<file path="config.mk">
export PLATFORM = sky130hd
export DESIGN_NAME = pso_mul64
export DESIGN_NICKNAME = d
export VERILOG_FILES = /design/src/rtl/pso_pkg.sv /design/src/rtl/pso_mul64.sv
export SDC_FILE = /design/constraint.sdc
export NUM_CORES = 2
export LEC_CHECK = 0
export BUFFER_PORTS_ARGS = -buffer_cell sky130_fd_sc_hd__buf_2
export CAP_MARGIN = 10
export CORE_MARGIN = 8
export CORE_UTILIZATION = 30
export DETAILED_ROUTE_END_ITERATION = 10
export PLACE_DENSITY = 0.52
export SLEW_MARGIN = 30
export SYNTH_ARGS = -nofsm -noshare
export SYNTH_HDL_FRONTEND = slang
export SYNTH_SLANG_ARGS = --single-unit
</file>
<file path="constraint.sdc">
create_clock -name clk -period 13.43 [get_ports clk]
set_clock_uncertainty 0.15 [all_clocks]
set_input_delay 1.343 -clock clk [delete_from_list [all_inputs] [get_ports clk]]
set_output_delay 1.343 -clock clk [all_outputs]
set_load 0.02 [all_outputs]
</file>
<file path="src/rtl/pso_pkg.sv">
// Shared types and constants for the periodic sine overlay block.
// Holds the fixed-point constants, the Horner divisor tables and the
// multiplier control struct. No dependencies.
package pso_pkg;

  // fractional turn bits produced by the phase divider
  localparam int PHASE_BITS = 48;

  // configuration register indexes
  localparam int REG_IDX_W = 1;
  typedef logic [REG_IDX_W-1:0] reg_idx_t;
  localparam reg_idx_t REG_PERIOD    = 1'b0;
  localparam reg_idx_t REG_AMPLITUDE = 1'b1;

  localparam logic [63:0]  ONE_Q61    = 64'h2000_0000_0000_0000;
  localparam logic [63:0]  TWO_PI_Q61 = 64'hC90F_DAA2_2168_C235;
  localparam logic [46:0]  QUARTER    = 47'h4000_0000_0000;
  localparam logic [127:0] RND_HALF   = 128'h1000_0000_0000_0000;

  // reciprocals 2^66 / d, floor, used for the Horner divisions
  localparam logic [66:0] POW66   = 67'd1 << 66;
  localparam logic [63:0] RECIP_7 = 64'(POW66 / 67'd210);
  localparam logic [63:0] RECIP_6 = 64'(POW66 / 67'd156);
  localparam logic [63:0] RECIP_5 = 64'(POW66 / 67'd110);
  localparam logic [63:0] RECIP_4 = 64'(POW66 / 67'd72);
  localparam logic [63:0] RECIP_3 = 64'(POW66 / 67'd42);
  localparam logic [63:0] RECIP_2 = 64'(POW66 / 67'd20);
  localparam logic [63:0] RECIP_1 = 64'(POW66 / 67'd6);

  typedef struct packed {
    logic start;
    logic rnd;     // preload one half LSB of the Q61 result
  } mul_ctl_t;

  // (2k)(2k+1) for Horner step k
  function automatic logic [7:0] horner_div(input logic [2:0] k);
    logic [7:0] d;
    case (k)
      3'd7:    d = 8'd210;
      3'd6:    d = 8'd156;
      3'd5:    d = 8'd110;
      3'd4:    d = 8'd72;
      3'd3:    d = 8'd42;
      3'd2:    d = 8'd20;
      3'd1:    d = 8'd6;
      default: d = 8'd6;
    endcase
    return d;
  endfunction

  function automatic logic [63:0] horner_recip(input logic [2:0] k);
    logic [63:0] m;
    case (k)
      3'd7:    m = RECIP_7;
      3'd6:    m = RECIP_6;
      3'd5:    m = RECIP_5;
      3'd4:    m = RECIP_4;
      3'd3:    m = RECIP_3;
      3'd2:    m = RECIP_2;
      3'd1:    m = RECIP_1;
      default: m = RECIP_1;
    endcase
    return m;
  endfunction

endpackage

</file>
<file path="src/rtl/pso_mul64.sv">
// 64 x 64 multiplier built from one 32 x 32 multiplier that forms the four
// partial products in turn, with an optional rounding preload of the
// 128-bit accumulator. Uses pso_pkg (mul_ctl_t, RND_HALF).
module pso_mul64 (
  input  logic              clk,
  input  logic              rst_n,
  input  pso_pkg::mul_ctl_t ctl,
  input  logic [63:0]       op_a,
  input  logic [63:0]       op_b,
  output logic              done,
  output logic [127:0]      prod
);

  localparam logic [2:0] LAST_STEP = 3'd4;

  logic         busy_r;
  logic         done_r;
  logic [2:0]   cnt_r;
  logic [63:0]  a_r;
  logic [63:0]  b_r;
  logic [63:0]  pp_r;
  logic [1:0]   pp_idx_r;
  logic [127:0] acc_r;

  logic [31:0]  a_sel;
  logic [31:0]  b_sel;
  logic [63:0]  pp_nxt;
  logic [127:0] pp_ext;

  assign a_sel  = cnt_r[1] ? a_r[63:32] : a_r[31:0];
  assign b_sel  = cnt_r[0] ? b_r[63:32] : b_r[31:0];
  assign pp_nxt = a_sel * b_sel;

  always_comb begin
    case (pp_idx_r)
      2'd0:    pp_ext = {64'd0, pp_r};
      2'd1:    pp_ext = {32'd0, pp_r, 32'd0};
      2'd2:    pp_ext = {32'd0, pp_r, 32'd0};
      2'd3:    pp_ext = {pp_r, 64'd0};
      default: pp_ext = '0;
    endcase
  end

  always_ff @(posedge clk) begin
    if (!rst_n) begin
      busy_r <= 1'b0;
      done_r <= 1'b0;
      cnt_r  <= '0;
    end else begin
      done_r <= !ctl.start && busy_r && (cnt_r == LAST_STEP);
      if (ctl.start) begin
        a_r    <= op_a;
        b_r    <= op_b;
        acc_r  <= ctl.rnd ? pso_pkg::RND_HALF : '0;
        cnt_r  <= '0;
        busy_r <= 1'b1;
      end else if (busy_r) begin
        if (cnt_r != LAST_STEP) begin
          pp_r     <= pp_nxt;
          pp_idx_r <= cnt_r[1:0];
        end
        // partial product of the previous cycle lands here
        if (cnt_r != 3'd0) acc_r <= acc_r + pp_ext;
        if (cnt_r == LAST_STEP) begin
          busy_r <= 1'b0;
        end else begin
          cnt_r <= cnt_r + 3'd1;
        end
      end
    end
  end

  assign done = done_r;
  assign prod = acc_r;

endmodule

</file>
======== Yosys cells after proc, flatten, opt, wreduce, memory -nomap -nowiden ========
Index checks and enable logic that the tools add are counted.
word-level totals
  register bits ........................... 327
  input bits .............................. 132
  output and inout bits ................... 129
  word-level logic and storage cells ...... 42
operators by class
  $add $sub $neg .......................... 2
  multiply operators ...................... 1
  eq/ne operators ......................... 5
  muxes and demuxes ....................... 10
  bitwise operators ....................... 3
  reductions and logical operators ........ 13
operators with widths
  operator               number
  $mux W128              3
  $pmux W128 S3          1
  $add A128 B128 Y128    1
  $mul A32 B32 Y64       1
  $mux W32               2
  $mux W61               1
  $eq A2 B2 Y1 const B   2
  $reduce_and A2 Y1      2
  $reduce_and A4 Y1      1
  $reduce_bool A2 Y1     2
  $reduce_or A2 Y1       2
  $add A3 B1 Y3 const B  1
  $eq A3 B3 Y1 const B   1
  $mux W1                3
  $ne A3 B3 Y1 const B   1
  $not A1 Y1             3
  $reduce_and A3 Y1      1
  $reduce_bool A3 Y1     1
  $eq A2 B1 Y1 const B   1
  $logic_and A1 B1 Y1    2
  $logic_not A2 Y1       1
  $logic_not A1 Y1       1

======== Longest topological paths before layout ========
  depth in word-level cells ............... 7
  depth in mapped cells ................... 34
  depth with buffers taken out ............ 30

======== Worst setup path before layout ========
OpenSTA, ideal clock, no wires.
  path type ............................... flip-flop to flip-flop
  start ................................... reg cnt_r[0]
  end ..................................... reg pp_r[62] (data pin)
  library setup time ...................... 0.259 ns
  arrival time ............................ 8.365 ns
  required time ........................... 13.021 ns
  slack ................................... 4.656 ns
  cell stages (with the launch flop) ...... 30
  buffers on the path ..................... 4
  clock period less this slack ............ 8.774 ns
  cell sequence ........................... dfxtp_1 -> clkbuf_1 -> buf_1 -> clkbuf_1 -> mux2i_1 -> clkbuf_1 -> nor2_1 -> fa_1 -> fa_1 -> inv_1 -> fa_1 -> fa_1 -> inv_1 -> fa_1 -> fa_1 -> fa_1 -> inv_1 -> fa_1 -> inv_1 -> ha_1 -> a21o_1 -> a21oi_1 -> o221ai_1 -> or2_2 -> a21oi_1 -> a21oi_1 -> a41o_1 -> o221ai_1 -> o21ai_0 -> xnor2_1
between the ends
  cells in the longest elaborated chain, start to end .. 2
ends and longest elaborated chain
  item                    RTL line         RTL
  start, declared         pso_mul64.sv:18  logic [2:0] cnt_r;
  start signal, assigned  pso_mul64.sv:67  cnt_r <= cnt_r + 3'd1;
  $mux W32                pso_mul64.sv:31  assign b_sel = cnt_r[0] ? b_r[63:32] : b_r[31:0];
  $mul A32 B32 Y64        pso_mul64.sv:32  assign pp_nxt = a_sel * b_sel;
  via pp_nxt[62]          pso_mul64.sv:27  logic [63:0] pp_nxt;
  end signal, assigned    pso_mul64.sv:59  pp_r <= pp_nxt;
  end, declared           pso_mul64.sv:21  logic [63:0] pp_r;
The timed path passes the listed nets, and every way through them passes these cells.
A chain may end at the register's enable or synchronous reset.

======== Worst setup path after layout ========
Same ends and word-level chain as after synthesis.

==> flow_summary.toml <==
[outcome]
status = "finished, final reports clean"

[synth]
yosysMostFrequentCell = "inv_1"
synth_top_area_share_pct = 34.0
async_flop_share_pct = 0
yosysWarningCount = 0
avgSynthCellArea_um2 = 9.24
synth_top_area_cell = "fa_1"
seq_area_frac_synth_pct = 18.5
synth_edf_count = 322
synth-seq-cells = 327
synth.distinct_cells = 86
synthTopCellsByArea = "fa_1 (34%), edfxtp_1 (18%), ha_1 (9.3%)"
synth_fp_nets = 7139
syn_inst = 5716
yosys-top-cells-count = "inv_1 (929), fa_1 (897), nor2_1 (861), nand2_1 (621), ha_1 (394)"
synth_ff_type = "edfxtp_1"
synth_area_um2 = 52800

[sta]
tightest_slew_ns = 0.990
slew_viol_final = 0
hold_viol_final = 0
period_minus_slack_ns = 9.73
slew-limit-headroom_pct = 32.6
timing.fmax_ghz = 0.103
rsz0062_at_grt = "false"
finalCritPeriodShare_pct = 72.5
finalSetupTns_ns = 0
setup_viol = 0

[routing]
remaining_drc_errors = 0
vias_per_cell = 5.17
ant_nets = 0
dr.pass1.iters = 5
wl_mm = 210
drt-wirelength-per-cell_um = 25.5
drt-initial-drc-count = 3638
vias = 42468

[cts]
cts_root_buf = "clkbuf_16"
clockBufferDepth = 3
cts_buffers = 46
clkLatencyLatePin_ns = 0.69
cts_tree = "yes"
clkTransAtPathRegs_ns = 0.07
hold_buffers = 0
cts_resized = 0
clock-sinks = 327
post-cts-setup-buffer-count = 0
htree_levels = 2

[final_layout]
final_nets = 7264
area_growth_pct = 10.9
drive_gt1_share_pct = 9.89

[floorplan]
pin_count = 261
die_h_um = 436
fp.dieW_um = 436
coreArea_um2 = 176000
start_util_pct = 30.1
die_area_um2 = 190000
row_count = 154

[global_routing]
grt_pass1_wl_mm = 304
grt.overflow.total = 0
track_usage_pct = 21.4
grt_max_degree = 74
grt_pass1_vias = 44847
antenna_found_initial = 2

[setup_path]
cp.arrival_ns = 10.02
path_delay_family = "adder cells"
cpPeakStageDelay_ns = 0.68
path_max_fanout = 28
cp-start-kind = "register"
r2r_start = "cnt_r[0]$_SDFFE_PP0P_"
cp.buffers_inverters = 4
crit_start = "cnt_r[0]$_SDFFE_PP0P_"
cp-end-kind = "register"
path_common_cell = "fa_1"
critPathRequiredTime_ns = 13.72
crit_type = "reg2reg"
cpMaxStageDelayCell = "mux2_2"

[job]
drv_cap = 0

[min_path]
worstHoldPathType = "reg2reg"
hold_start = "busy_r$_SDFF_PN0_"

[place]
port-buffer-count = 260
hpwl_mm = 167
gp_congestion = 0.949
## final timing paths
| kind | slack, ns | to | cells after the start |
|---|---|---|---|
| worst max-delay path | 3.70 | pp_r[62]$_DFFE_PP_ | 26 |
| worst min register to register | 0.34 | done$_SDFF_PN0_ | 2 |
| worst min-delay path | 0.34 | done$_SDFF_PN0_ | 2 |
| worst max register to register | 3.70 | pp_r[62]$_DFFE_PP_ | 26 |
## per-layer routing
metal | track usage, % | vias up | share of wire (%)
li1 | - | 18521 | -
met1 | 26.5 | 21667 | 39
met4 | 10.4 | 2 | 5.9
met3 | 3.52 | 441 | 7.1
met5 | 0 | - | 0.0057
met2 | 36.4 | 1837 | 48
## layout make-up
| cell class | count | area (um^2) |
|---|---|---|
| repair buffers | 347 | 1980 |
| diodes | 2 | 5.00 |
| flip-flops and latches | 327 | 9780 |
| fillers | 18226 | 117000 |
| well taps | 2340 | 2930 |
| clock inverters | 34 | 434 |
| multi-input cells | 4190 | 38800 |
| clock buffers | 49 | 1160 |
| inverters | 929 | 3490 |
## registers in the layout, summed over array words and instances (netlist names)
name      count
done          1
pp_r         64
prod        128
b_r          64
cnt_r         3
a_r          64
pp_idx_r      2
busy_r        1
## cell usage in the layout (no fill, tap or decap), types with 19 or more instances in the layout
cell type and n:
inv_1 929, fa_1 897, nor2_1 860, nand2_1 621
ha_1 393, edfxtp_1 322, buf_2 259, a21oi_1 256
o21ai_0 125, a21o_1 106, xnor2_1 93, buf_4 87
xor2_1 79, and2_1 73, nand4_1 69, mux2_2 66
a22o_1 65, clkbuf_16 46, mux2i_2 40, o21bai_1 38
nand3_1 36, nor3_1 34, a31oi_1 25, o21a_1 23
o211ai_1 21, nor2b_1 21, and3_1 19
## kinds of logic after synthesis
logic type	Yosys count	synth area share, %
AOI/OAI and AO/OA	778	9.58
xor gates and xnor gates	172	2.85
adders and majority gates	1291	43.3
buffers and inverters	1199	8.56
DFF	327	18.5
muxes	134	2.70
and+or+nand+nor	1815	14.5
## worst register-to-register path, stage by stage (launching register included)
cell and delay [ns]:
dfxtp_4 0.66, buf_4 0.55, mux2_2 0.70, nand2_1 0.19, fa_1 0.44, inv_1 0.08, fa_1 0.44, fa_1 0.52
inv_1 0.05, fa_1 0.47, inv_1 0.06, fa_1 0.51, fa_1 0.58, fa_1 0.45, fa_1 0.48, ha_1 0.37
a21oi_1 0.29, a21boi_0 0.14, a311oi_1 0.38, o221ai_1 0.30, or2_2 0.40, a21oi_1 0.29, a21oi_1 0.15, a41o_1 0.26
o221ai_1 0.26, o21ai_0 0.16, xnor2_1 0.14
## through the flow
step / std cells / util, % / hold WS, ns / area, um^2 / setup WS (ns)
after floorplan: 5716 / - / 0.285 / 52800 / 4.66
after global placement: 8132 / 32.5 / 0.341 / 57000 / 3.88
after detailed placement: 8132 / 32.5 / 0.341 / 57000 / 3.71
after CTS: 8215 / 33.4 / 0.352 / 58600 / 3.69
after global routing: 8216 / 33.4 / 0.370 / 58600 / 3.27
final: 8218 / 33.4 / 0.340 / 58600 / 3.70
Power is not shown: default switching activity piles up to over one toggle a cycle in this logic, so the estimate is an artifact.
