File: src/rtl/pso_pkg.sv
// Shared types and constants for the periodic sine overlay block.
// Holds the fixed-point constants, the Horner divisor tables and the
// multiplier control struct. No dependencies.
package pso_pkg;

  // fractional turn bits produced by the phase divider
  localparam int PHASE_BITS = 48;

  // configuration register indexes
  localparam int REG_IDX_W = 1;
  typedef logic [REG_IDX_W-1:0] reg_idx_t;
  localparam reg_idx_t REG_PERIOD    = 1'b0;
  localparam reg_idx_t REG_AMPLITUDE = 1'b1;

  localparam logic [63:0]  ONE_Q61    = 64'h2000_0000_0000_0000;
  localparam logic [63:0]  TWO_PI_Q61 = 64'hC90F_DAA2_2168_C235;
  localparam logic [46:0]  QUARTER    = 47'h4000_0000_0000;
  localparam logic [127:0] RND_HALF   = 128'h1000_0000_0000_0000;

  // reciprocals 2^66 / d, floor, used for the Horner divisions
  localparam logic [66:0] POW66   = 67'd1 << 66;
  localparam logic [63:0] RECIP_7 = 64'(POW66 / 67'd210);
  localparam logic [63:0] RECIP_6 = 64'(POW66 / 67'd156);
  localparam logic [63:0] RECIP_5 = 64'(POW66 / 67'd110);
  localparam logic [63:0] RECIP_4 = 64'(POW66 / 67'd72);
  localparam logic [63:0] RECIP_3 = 64'(POW66 / 67'd42);
  localparam logic [63:0] RECIP_2 = 64'(POW66 / 67'd20);
  localparam logic [63:0] RECIP_1 = 64'(POW66 / 67'd6);

  typedef struct packed {
    logic start;
    logic rnd;     // preload one half LSB of the Q61 result
  } mul_ctl_t;

  // (2k)(2k+1) for Horner step k
  function automatic logic [7:0] horner_div(input logic [2:0] k);
    logic [7:0] d;
    case (k)
      3'd7:    d = 8'd210;
      3'd6:    d = 8'd156;
      3'd5:    d = 8'd110;
      3'd4:    d = 8'd72;
      3'd3:    d = 8'd42;
      3'd2:    d = 8'd20;
      3'd1:    d = 8'd6;
      default: d = 8'd6;
    endcase
    return d;
  endfunction

  function automatic logic [63:0] horner_recip(input logic [2:0] k);
    logic [63:0] m;
    case (k)
      3'd7:    m = RECIP_7;
      3'd6:    m = RECIP_6;
      3'd5:    m = RECIP_5;
      3'd4:    m = RECIP_4;
      3'd3:    m = RECIP_3;
      3'd2:    m = RECIP_2;
      3'd1:    m = RECIP_1;
      default: m = RECIP_1;
    endcase
    return m;
  endfunction

endpackage

File: src/rtl/pso_div_cell.sv
// One restoring division step: shift in a dividend bit, compare, subtract.
// Cells are chained in pso_phase_div. No package dependencies.
module pso_div_cell #(
  parameter int W = 16
) (
  input  logic [W-1:0] rem_in,
  input  logic         bit_in,
  input  logic [W-1:0] divisor,
  output logic [W-1:0] rem_out,
  output logic         q_bit
);

  logic [W:0] shifted;
  logic [W:0] diff;

  assign shifted = {rem_in, bit_in};
  assign diff    = shifted - {1'b0, divisor};
  assign q_bit   = (shifted >= {1'b0, divisor});
  assign rem_out = q_bit ? diff[W-1:0] : shifted[W-1:0];

endmodule

File: src/rtl/pso_phase_div.sv
// Phase divider: (n * 2^48) / p by restoring division, a chain of division
// cells advancing several quotient bits per cycle. Keeps the low 48 quotient
// bits (the turn fraction). Uses pso_pkg and pso_div_cell.
module pso_phase_div #(
  parameter int PERIOD_BITS = 16
) (
  input  logic                             clk,
  input  logic                             rst_n,
  input  logic                             start,
  input  logic [PERIOD_BITS-1:0]           dividend,
  input  logic [PERIOD_BITS-1:0]           divisor,   // nonzero
  output logic                             done,
  output logic [pso_pkg::PHASE_BITS-1:0]   phase
);

  localparam int DIV_CELLS = 4;
  localparam int RAW_BITS  = PERIOD_BITS + pso_pkg::PHASE_BITS;
  localparam int DIV_BITS  = ((RAW_BITS + DIV_CELLS - 1) / DIV_CELLS) * DIV_CELLS;
  localparam int STEPS     = DIV_BITS / DIV_CELLS;
  localparam int CNT_W     = $clog2(STEPS);
  localparam int PB        = pso_pkg::PHASE_BITS;

  logic [PERIOD_BITS-1:0] rem_r;
  logic [PERIOD_BITS-1:0] dsr_r;
  logic [DIV_BITS-1:0]    dvd_r;
  logic [PB-1:0]          quo_r;
  logic [CNT_W-1:0]       cnt_r;
  logic                   busy_r;
  logic                   done_r;

  logic [PERIOD_BITS-1:0] rem_c [DIV_CELLS+1];
  logic [DIV_CELLS-1:0]   q_bits;

  assign rem_c[0] = rem_r;

  for (genvar j = 0; j < DIV_CELLS; j++) begin : g_cell
    pso_div_cell #(.W(PERIOD_BITS)) u_cell (
      .rem_in  (rem_c[j]),
      .bit_in  (dvd_r[DIV_BITS-1-j]),
      .divisor (dsr_r),
      .rem_out (rem_c[j+1]),
      .q_bit   (q_bits[DIV_CELLS-1-j])
    );
  end

  always_ff @(posedge clk) begin
    if (!rst_n) begin
      busy_r <= 1'b0;
      done_r <= 1'b0;
      cnt_r  <= '0;
    end else begin
      done_r <= !start && busy_r && (cnt_r == CNT_W'(STEPS - 1));
      if (start) begin
        rem_r  <= '0;
        dsr_r  <= divisor;
        dvd_r  <= DIV_BITS'({dividend, {PB{1'b0}}});
        cnt_r  <= '0;
        busy_r <= 1'b1;
      end else if (busy_r) begin
        rem_r <= rem_c[DIV_CELLS];
        dvd_r <= dvd_r << DIV_CELLS;
        quo_r <= {quo_r[PB-1-DIV_CELLS:0], q_bits};
        if (cnt_r == CNT_W'(STEPS - 1)) begin
          busy_r <= 1'b0;
        end else begin
          cnt_r <= cnt_r + CNT_W'(1);
        end
      end
    end
  end

  assign done  = done_r;
  assign phase = quo_r;

endmodule

File: config.mk
export PLATFORM = sky130hd
export DESIGN_NAME = pso_phase_div
export DESIGN_NICKNAME = d
export VERILOG_FILES = /design/src/rtl/pso_pkg.sv /design/src/rtl/pso_div_cell.sv /design/src/rtl/pso_phase_div.sv
export SDC_FILE = /design/constraint.sdc
export NUM_CORES = 1
export LEC_CHECK = 0
export BUFFER_PORTS_ARGS = -buffer_cell sky130_fd_sc_hd__buf_2
export CAP_MARGIN = 5
export CORE_MARGIN = 2
export CORE_UTILIZATION = 50
export DETAILED_ROUTE_END_ITERATION = 12
export PLACE_DENSITY = 0.67
export SYNTH_ARGS = -nofsm -noshare
export SYNTH_HDL_FRONTEND = slang
export SYNTH_SLANG_ARGS = --single-unit
File: constraint.sdc
create_clock -name clk -period 15.11 [get_ports clk]
set_clock_uncertainty 0.05 [all_clocks]
set_input_delay 2.2665 -clock clk [delete_from_list [all_inputs] [get_ports clk]]
set_output_delay 2.2665 -clock clk [all_outputs]
set_load 0.05 [all_outputs]
==> Word level (Yosys, flattened, before mapping) <==
Cells that the tools add are included.
{ "word_totals": {"register_bits": 146, "latch_bits": 0, "ram_bits": 0, "romBits": 0, "input_bits": 35, "output_inout_bits": 49, "word_cells": 40, "memories": 0} }
{ "classes": {"addsub": 5, "n_mul": 0, "n_div": 0, "magnitude_cmp": 4, "n_eq_ne": 1, "shift": 0, "muxes": 10, "bitwise": 3, "n_reduce_logical": 9} }
{ "ops": {"columns": ["op", "n"], "rows": [
  ["$mux 64", 2],
  ["$mux 16", 5],
  ["$ge 17x16->1", 4],
  ["$sub 16x16->16", 4],
  ["$reduce_and 2->1", 3],
  ["$add 4x1->4 const B", 1],
  ["$eq 4x4->1 const B", 1],
  ["$mux 1", 3],
  ["$not 1->1", 3],
  ["$reduce_and 3->1", 1],
  ["$logic_and 1x1->1", 2],
  ["$reduce_bool 2->1", 1],
  ["$reduce_or 2->1", 1],
  ["$logic_not 1->1", 1]
]} }

==> Depth between registers and ports, before layout <==
Gate-level depths: netlist (run 1).
{ "logic_depth": {"ltp_word": 9, "mapped_depth": 50, "depth_no_buf": 44} }

==> Hierarchy <==
Synthesis (run 1) repeated with hierarchy kept, for this count alone.
{ "hier_totals": {"cells_unflattened": 788, "area_unflattened_um2": 8145.3} }
{ "by_module_without_submodules": {"columns": ["mod", "instances", "cells_each", "area_each_um2", "seq_area_each_um2"], "rows": [
  ["pso_div_cell (g_cell[0].u_cell ...)", 3, 156, 1164.9, 0.0],
  ["pso_phase_div", 1, 163, 3420.8, 3002.9],
  ["pso_div_cell (g_cell[1].u_cell)", 1, 157, 1229.9, 0.0]
]} }

==> Least setup slack after synthesis (run 1) <==
No wires, ideal clock.
{ "synth_timing": {"kind": "reg-to-reg", "from": "reg dsr_r[9]", "to": "reg rem_r[10], data pin", "setup_ns": 0.266, "arrival_ns": 9.403, "t_required_ns": 14.794, "path_slack_ns": 5.391, "stages_incl_launch_ff": 49, "n_path_buf": 7, "period_less_slack_ns": 9.719, "path_cell_list": "edfxtp_1 > inv_1 > ha_1 > nand2_1 > or3_1 > a211oi_1 > nor4_2 > or2_1 > buf_6 > clkinv_4 > clkbuf_1 > mux2_2 > ha_1 > clkbuf_1 > nand3_1 > nor2_1 > a2111oi_0 > a211o_1 > (+13 left out) > and2_1 > a211oi_4 > inv_2 > buf_6 > mux2_4 > ha_1 > o21ai_0 > a21o_1 > a21oi_1 > o21ai_0 > o31a_1 > nand3_1 > o41ai_1 > a31oi_1 > buf_4 > buf_4 > mux2i_1 > nor2_1"} }
{ "synth_between": {"elab_chain_cells": 9, "word_cells_on_any_way": 13, "cone_classes": "4 x add/sub; 4 x order compare; 5 x mux"} }
{ "synth_lines": {"columns": ["item", "line", "source"], "rows": [
  ["start, declared", "pso_phase_div.sv:24", "logic [PERIOD_BITS-1:0] dsr_r;"],
  ["start signal, assigned", "pso_phase_div.sv:55", "dsr_r <= divisor;"],
  ["$ge 17x16->1", "pso_div_cell.sv:18", "assign q_bit = (shifted >= {1'b0, divisor});"],
  ["named net g_cell[0].u_cell.q_bit", "pso_div_cell.sv:10", "output logic q_bit"],
  ["$mux 16", "pso_div_cell.sv:19", "assign rem_out = q_bit ? diff[W-1:0] : shifted[W-1:0];"],
  ["$ge 17x16->1", "pso_div_cell.sv:18", null],
  ["named net g_cell[1].u_cell.q_bit", "pso_div_cell.sv:10", null],
  ["$mux 16", "pso_div_cell.sv:19", null],
  ["$ge 17x16->1", "pso_div_cell.sv:18", null],
  ["named net g_cell[2].u_cell.q_bit", "pso_div_cell.sv:10", null],
  ["$mux 16", "pso_div_cell.sv:19", null],
  ["$ge 17x16->1", "pso_div_cell.sv:18", null],
  ["named net g_cell[3].u_cell.q_bit", "pso_div_cell.sv:10", null],
  ["$mux 16", "pso_div_cell.sv:19", null],
  ["$mux 16", "pso_phase_div.sv:59", "end else if (busy_r) begin"],
  ["end signal, assigned", "pso_phase_div.sv:60", "rem_r <= rem_c[DIV_CELLS];"],
  ["end, declared", "pso_phase_div.sv:23", "logic [PERIOD_BITS-1:0] rem_r;"]
]} }
The timed path passes the listed nets, and every way through them passes these cells. The select of a mux whose other input is x is not followed.
A chain may end at the register's enable or synchronous reset.

==> Final worst setup path (run 1) <==
{ "layout_timing": {"from": "reg dsr_r[1]", "to": "reg rem_r[14], data pin"} }
{ "layout_between": {"elab_chain_cells": 9, "word_cells_on_any_way": 13, "cone_classes": "4 x add/sub; 4 x order compare; 5 x mux"} }
{ "layout_lines": {"columns": ["item", "line"], "rows": [
  ["$sub 16x16->16 or $ge 17x16->1 (tied branches)", "pso_div_cell.sv:17, pso_div_cell.sv:18"],
  ["$mux 16", "pso_div_cell.sv:19"],
  ["$sub 16x16->16 or $ge 17x16->1 (tied branches)", "pso_div_cell.sv:17, pso_div_cell.sv:18"],
  ["$mux 16", "pso_div_cell.sv:19"],
  ["$sub 16x16->16 or $ge 17x16->1 (tied branches)", "pso_div_cell.sv:17, pso_div_cell.sv:18"],
  ["$mux 16", "pso_div_cell.sv:19"],
  ["$sub 16x16->16 or $ge 17x16->1 (tied branches)", "pso_div_cell.sv:17, pso_div_cell.sv:18"],
  ["$mux 16 (*)", "pso_div_cell.sv:19"],
  ["$mux 16 (*)", "pso_phase_div.sv:59"]
]} }
Mark *: on every way between the ends. The rest lies on a longest branch, timed or not. The select of a mux whose other input is x is not followed.

==> metrics.md, run 1 <==
| Metric | Value |
|---|---|
| Status | completed |
| Fin util | 57.79% |
| DR pass1 iterations | 5 |
| Min-Delay Endpoint | phase[36]$_DFFE_PP_ |
| Layout net count | between 800 and 900 |
| Number of CTS-inserted buffers | 9 |
| Slew margin rel. | 12.17% |
| Endpoints failing setup | 0 |
| Max-slew violation count | 0 |
| Initial DRC Count | 450 |
| Maxcap violations | 0 |
| Final GP Congestion | 1.009 |
| Crit Path Category | reg -> reg |
| Gate Count Post-Synth | 668 |
| Count of port buffers added during placement | 83 |
| DR WL/cell | 19.43 µm |
| Yosys warns | 0 |
| Post-route DRC | 0 |
| Layout area overhead | 12.20% |
| Post-Syn Area | slightly above 7000 µm² |
| R2R cell count | 42 |
| Number of flops mapped to enable cells by yosys | between 90 and 100 |
| Mapped Avg Cell Area | 10.74 µm² |
| Remaining Overflow, GRT | 0 |
| Crit path capture type | register |
| Worst-case clock buffer depth | 2 |
| Root buffer cell | clkbuf_16 |
| Die Height | 123.8 µm |
| Seq/Total Area, Yosys | 41.84% |
| Initial Util | 51.50% |
| Kind of cell adding the most delay to the critical path | compound AO/OA/AOI/OAI gates |
| Clock Sinks | 102 |
| Tcrit/Tclk final | 75.55% |
| RR Endpoint | rem_r[14]$_SDFFCE_PP0P_ |
| H-tree depth | 3 |
| Initial antenna violation count | 0 |
| GRT Total Usage | roughly a quarter |
| Wirelength, routed | 18150 µm |
| Worst hold slack | 0.3952 ns |
| Hold Buf Count CTS | 0 |
| Worst Hold Path Cells | 0 |
| Startpoint Class | register |
| Crit-path most repeated cell | o21ai_0 |
| CP Max Fanout | 19 |
| Crit path largest cell delay | 1.01 ns |
| Clock transition at path regs | 0.07 ns |
| Largest net degree at the start of global routing | 46 |
| Die width | 123.8 µm |
| Die area | 15330 µm² |
| Antenna cell count | 0 |
| WP buf/inv | 5 |
| Hold path start | phase[32]$_DFFE_PP_ |
| Final hold violation count | 0 |
| Synthesized Nets | 772 |
| Postcts setup bufs | 0 |
| Post-synthesis register bit count | 102 |
| Setup slack, reg-to-reg | 3.69 ns |
| Layout fillers | 1187 |
| Top_reg_cell synth | edfxtp_1 |
| Ys async rst share | 0% |
| Crit Reg-Reg Startpoint | dsr_r[1]$_DFFE_PP_ |
| CP Data Required Time | 15.27 ns |
| # resized after CTS | 0 |
| FMAX | 0.08760 GHz |
| RSZ-0062 raised after global routing | no |
| Worst slew pin tran | 1.313 ns |
| Critical Path AT | 11.57 ns |
| Placeable Area | 13930 µm² |
| Layout cells sized above 1 | 21.22% |
| Via Count | 5509 |
| Final min period | 11.42 ns |
| Vias in the first global route | 5289 |
| Synth unique cells | 61 |
| CTS tree | yes |
| Hold Crit Class | reg -> reg |
| Vias/cell | 5.898 |
| Routed Antenna Nets | 0 |
| Post-DP HPWL | 14120 µm |
| Ports | 84 |
| Cell row count | 43 |
| Global-route wire length before repair | around 27000 µm |
| Clk_lat worst skew | 0.35 ns |
| Slowest CP cell | a31oi_2 |
| Total negative setup slack | 0 ns |
## state kept, by name, indices dropped and copies added, names as in the netlist
register / cells
done: 1
phase: 48
dsr_r: 16
busy_r: 1
dvd_r: 16
cnt_r: 4
rem_r: 16
## area by class of cell
| cell class | instances | area (µm²) | area share, % |
|---|---|---|---|
| tap | 180 | 225.2 | 2.797 |
| multi-input combinational | 509 | 3944 | 48.97 |
| sequential | 102 | 3003 | 37.29 |
| clock inverter | 7 | 62.56 | 0.7769 |
| clock buffer | 9 | 225.2 | 2.797 |
| timing repair buffer | 85 | 430.4 | 5.345 |
| inverter | 42 | 162.7 | 2.020 |
## cells in the final DEF, fill, tap and decap left out, types with 6 or more instances in the layout
master     netlist  final
xnor2_1         35     35
nor2b_1         12     12
nand2_1         32     32
mux2_4           8      8
o21ai_0         30     30
nor3_1          11     11
a21oi_1         45     45
clkbuf_16        0      9
o21a_1          15     15
and2_1           7      7
edfxtp_1        96     96
ha_1            65     65
dfxtp_1          6      6
xor2_1          11     11
a21o_1          19     19
buf_2            2     83
mux2i_1         20     20
nand3_1         18     18
nand4_1          7      7
inv_1           39     39
mux2_2          40     40
a211oi_1        12     12
nor2_1          53     52
## synthesized netlist by cell type (3+ instances only)
master	number	area, µm²
clkbuf_1	8	30.03
o21a_1	15	112.6
nand2_1	32	120.1
fa_1	4	80.08
xnor2_1	35	306.5
ha_1	65	813.3
mux2_2	40	450.4
o31a_1	5	43.79
mux2_4	8	120.1
dfxtp_1	6	120.1
o21bai_1	4	30.03
nand4_1	7	43.79
edfxtp_1	96	2883
o211ai_1	3	22.52
a21oi_1	45	225.2
xor2_1	11	96.34
a211oi_1	12	90.09
or3_1	3	18.77
nand3_1	18	90.09
and3_1	4	25.02
o31ai_1	5	37.54
a211o_1	3	26.28
nor2b_1	12	75.07
mux2i_1	20	200.2
o21ai_0	30	150.1
a21o_1	19	142.6
and2_1	7	43.79
nor2_1	53	198.9
inv_1	39	146.4
a31oi_1	5	31.28
nor3_1	11	55.05
nand2b_1	5	31.28
## routing by layer
metal	wire [µm]	GRT usage (%)
met5	0	0
met4	644	9.162
met3	1142	4.808
met2	8503	39.77
met1	7856	31.51
## how the worst max path moves through the flow
stage | cells past startpoint | slack, ns | to | startpoint
2_1_floorplan | 48 | 5.39 | rem_r[10]$_SDFFCE_PP0P_ | dsr_r[9]$_DFFE_PP_
3_3_place_gp | 41 | 4.23 | rem_r[15]$_SDFFCE_PP0P_ | dsr_r[9]$_DFFE_PP_
3_5_place_dp | 42 | 3.88 | rem_r[15]$_SDFFCE_PP0P_ | dsr_r[1]$_DFFE_PP_
4_1_cts | 42 | 3.84 | rem_r[15]$_SDFFCE_PP0P_ | dsr_r[1]$_DFFE_PP_
5_1_grt | 42 | 3.01 | rem_r[14]$_SDFFCE_PP0P_ | dsr_r[1]$_DFFE_PP_
6_report | 42 | 3.69 | rem_r[14]$_SDFFCE_PP0P_ | dsr_r[1]$_DFFE_PP_
## logic make-up (layout without fill, tap and decap cells)
logic type               Yosys count  in the layout  synth area share (%)
AO/OA/AOI/OAI                    163            163                 15.03
AND/OR/NAND/NOR                  163            163                 10.93
flip-flops                       102            102                 41.84
adder cells (fa/ha/maj)           69             69                 12.45
multiplexers                      68             68                 10.74
buffers and inverters             57            143                 3.400
XOR/XNOR                          46             46                 5.614
## stage by stage
step | cells | area [µm²] | setup WS, ns
detailed placement | 918 | 7765 | 3.880
finish | 934 | 8053 | 3.695
global route | 934 | 8053 | 3.008
floorplan | 668 | 7177 | 5.391
global placement | 918 | 7765 | 4.231
CTS | 934 | 8053 | 3.836
Power of run 1 is not shown: default switching activity piles up to over one toggle a cycle in this logic, so the estimate is an artifact.
==> inputs of run 2 (changes only) <==
Settings changed: PLACE_DENSITY 0.67 to 0.7.
Clock period 15.11 ns to 10.5 ns, I/O delays scaled along.
==> run 2 against run 1 <==
Compared with the run above: hold slack lost 0.0026 ns; setup slack lost 3.2 ns; die area is the same; largest cell class unchanged.
==> metrics.md, run 2 (synthesis gave the netlist of run 1 again) <==
| Metric | Value |
|---|---|
| Remaining Overflow, GRT | 0 |
| Worst-case clock buffer depth | 2 |
| Clk_lat worst skew | 0.35 ns |
| Tcrit/Tclk final | between 90 and 100% |
| Worst slew pin tran | around 0.8 ns |
| Placed cell area | roughly 7900 µm² |
| Vias/cell | 5.877 |
| Initial antenna violation count | 0 |
| Setup slack, reg-to-reg | 0.52 ns |
| DR WL/cell | ~20 µm |
| Layout fillers | 1145 |
| Number of CTS-inserted buffers | 9 |
| CTS tree | yes |
| Final instance area | 8383 µm² |
| CP Data Required Time | 10.53 ns |
| Crit Path Category | reg -> reg |
| Clock transition at path regs | 0.07 ns |
| Largest net degree at the start of global routing | 46 |
| RR Endpoint | rem_r[7]$_SDFFCE_PP0P_ |
| Fin util | between 60% and 70% |
| Global-route wire length before repair | 27920 µm |
| Post-DP HPWL | 14940 µm |
| Slew margin rel. | a little under half |
| Crit path capture | rem_r[7]$_SDFFCE_PP0P_ |
| Startpoint Class | register |
| R2R cell count | 42 |
| Final hold violation count | 0 |
| Total negative setup slack | 0 ns |
| Most common cell after layout, fill and taps aside | edfxtp_1 |
| Maxcap violations | 0 |
| Ports | 84 |
| Clock Sinks | 102 |
| Critical Path AT | 10.01 ns |
| Cell row count | 43 |
| H-tree depth | 3 |
| Max-slew violation count | 0 |
| Placeable Area | between 10000 and 15000 µm² |
| Layout cells sized above 1 | 25.83% |
| Root buffer cell | clkbuf_16 |
| CP Max Fanout | 19 |
| Initial Util | 51.50% |
| Endpoints failing setup | 0 |
| Hold Crit Class | reg -> reg |
| Crit Reg-Reg Startpoint | rem_r[9]$_SDFFCE_PP0P_ |
| Via Count | 5654 |
| Layout net count | roughly 880 |
| Final GP Congestion | 1.089 |
| DR pass1 iterations | 7 |
| Status | completed |
| Setup crit start | rem_r[9]$_SDFFCE_PP0P_ |
| Commonest cells after routing, fill and taps aside | edfxtp_1, buf_2, ha_1, nor2_1, a21oi_1 |
| Largest register FFs | 48 |
| Die width | approximately 120 µm |
| Crit path largest cell delay | 0.50 ns |
| Die Height | 123.8 µm |
| Post-route DRC | 0 |
| Vias in the first global route | 5209 |
| Slowest CP cell | edfxtp_1 |
| Crit-path most repeated cell | mux2_2 |
| Layout area overhead | 16.81% |
| Count of port buffers added during placement | 83 |
| Initial DRC Count | 429 |
| Wirelength, routed | 18750 µm |
| Final min period | 9.979 ns |
| FMAX | 0.1002 GHz |
| Die area | 15330 µm² |
| GRT Total Usage | approximately a quarter |
| Crit path capture type | register |
| Routed Antenna Nets | 0 |
| Antenna cell count | 0 |
| Hold Buf Count CTS | 0 |
## run 2: worst min-delay path by stage
stage	slack, ns	start	cells after the start	endpoint
6_report	0.39	phase[17]$_DFFE_PP_	0	phase[21]$_DFFE_PP_
5_1_grt	0.41	phase[14]$_DFFE_PP_	0	phase[18]$_DFFE_PP_
4_1_cts	0.39	phase[17]$_DFFE_PP_	0	phase[21]$_DFFE_PP_
3_5_place_dp	0.38	phase[17]$_DFFE_PP_	0	phase[21]$_DFFE_PP_
3_3_place_gp	0.37	phase[24]$_DFFE_PP_	0	phase[28]$_DFFE_PP_
2_1_floorplan	0.41	cnt_r[2]$_SDFFE_PP0P_	2	done$_SDFF_PN0_
## run 2: critical path: cells and delay by family (launching register included)
| kind | cells | cell delay (ns) |
|---|---|---|
| adders and majority gates | 4 | 1.42 |
| DFF | 1 | 0.50 |
| buffers and inverters | 6 | 1.01 |
| muxes | 4 | 1.30 |
| AOI/OAI and AO/OA | 17 | 3.34 |
| and+or+nand+nor | 11 | 2.00 |
## run 2: final cells by class
class / instances / area [µm²] / share of cell area [%]
flip-flops and latches: 102 / 3003 / 35.82
multi-input cells: 509 / 4021 / 47.97
clock inverters: 6 / 73.82 / 0.8806
clock buffers: 10 / 239.0 / 2.851
inverters: 42 / 170.2 / 2.030
repair buffers: 113 / 650.6 / 7.761
well taps: 180 / 225.2 / 2.687
## run 2: per-stage QoR
step | hold WS, ns | instances | setup WS (ns)
2_1_floorplan | 0.4142 | 668 | 0.7808
3_3_place_gp | 0.3719 | 939 | 0.2604
3_5_place_dp | 0.3781 | 939 | 0.1721
4_1_cts | 0.3947 | 955 | 0.1380
5_1_grt | 0.4118 | 962 | -0.04968
6_report | 0.3926 | 962 | 0.5213
## run 2: what timing repair did
item	CTS	global route
hold endpoints to repair	0	0
gates resized for setup	0	24
endpoints found under the setup margin	0	17
setup buffers	0	7
## run 2: metal layers
metal / vias up / track usage, % / share of wire [%]
li1: 2720 / - / -
met1: 2671 / 32.42 / 42
met2: 226 / 39.90 / 47
met3: 37 / 5.037 / 6.6
met4: 0 / 11.15 / 4.0
met5: - / 0 / 0
Power of run 2 is left out for the same reason.
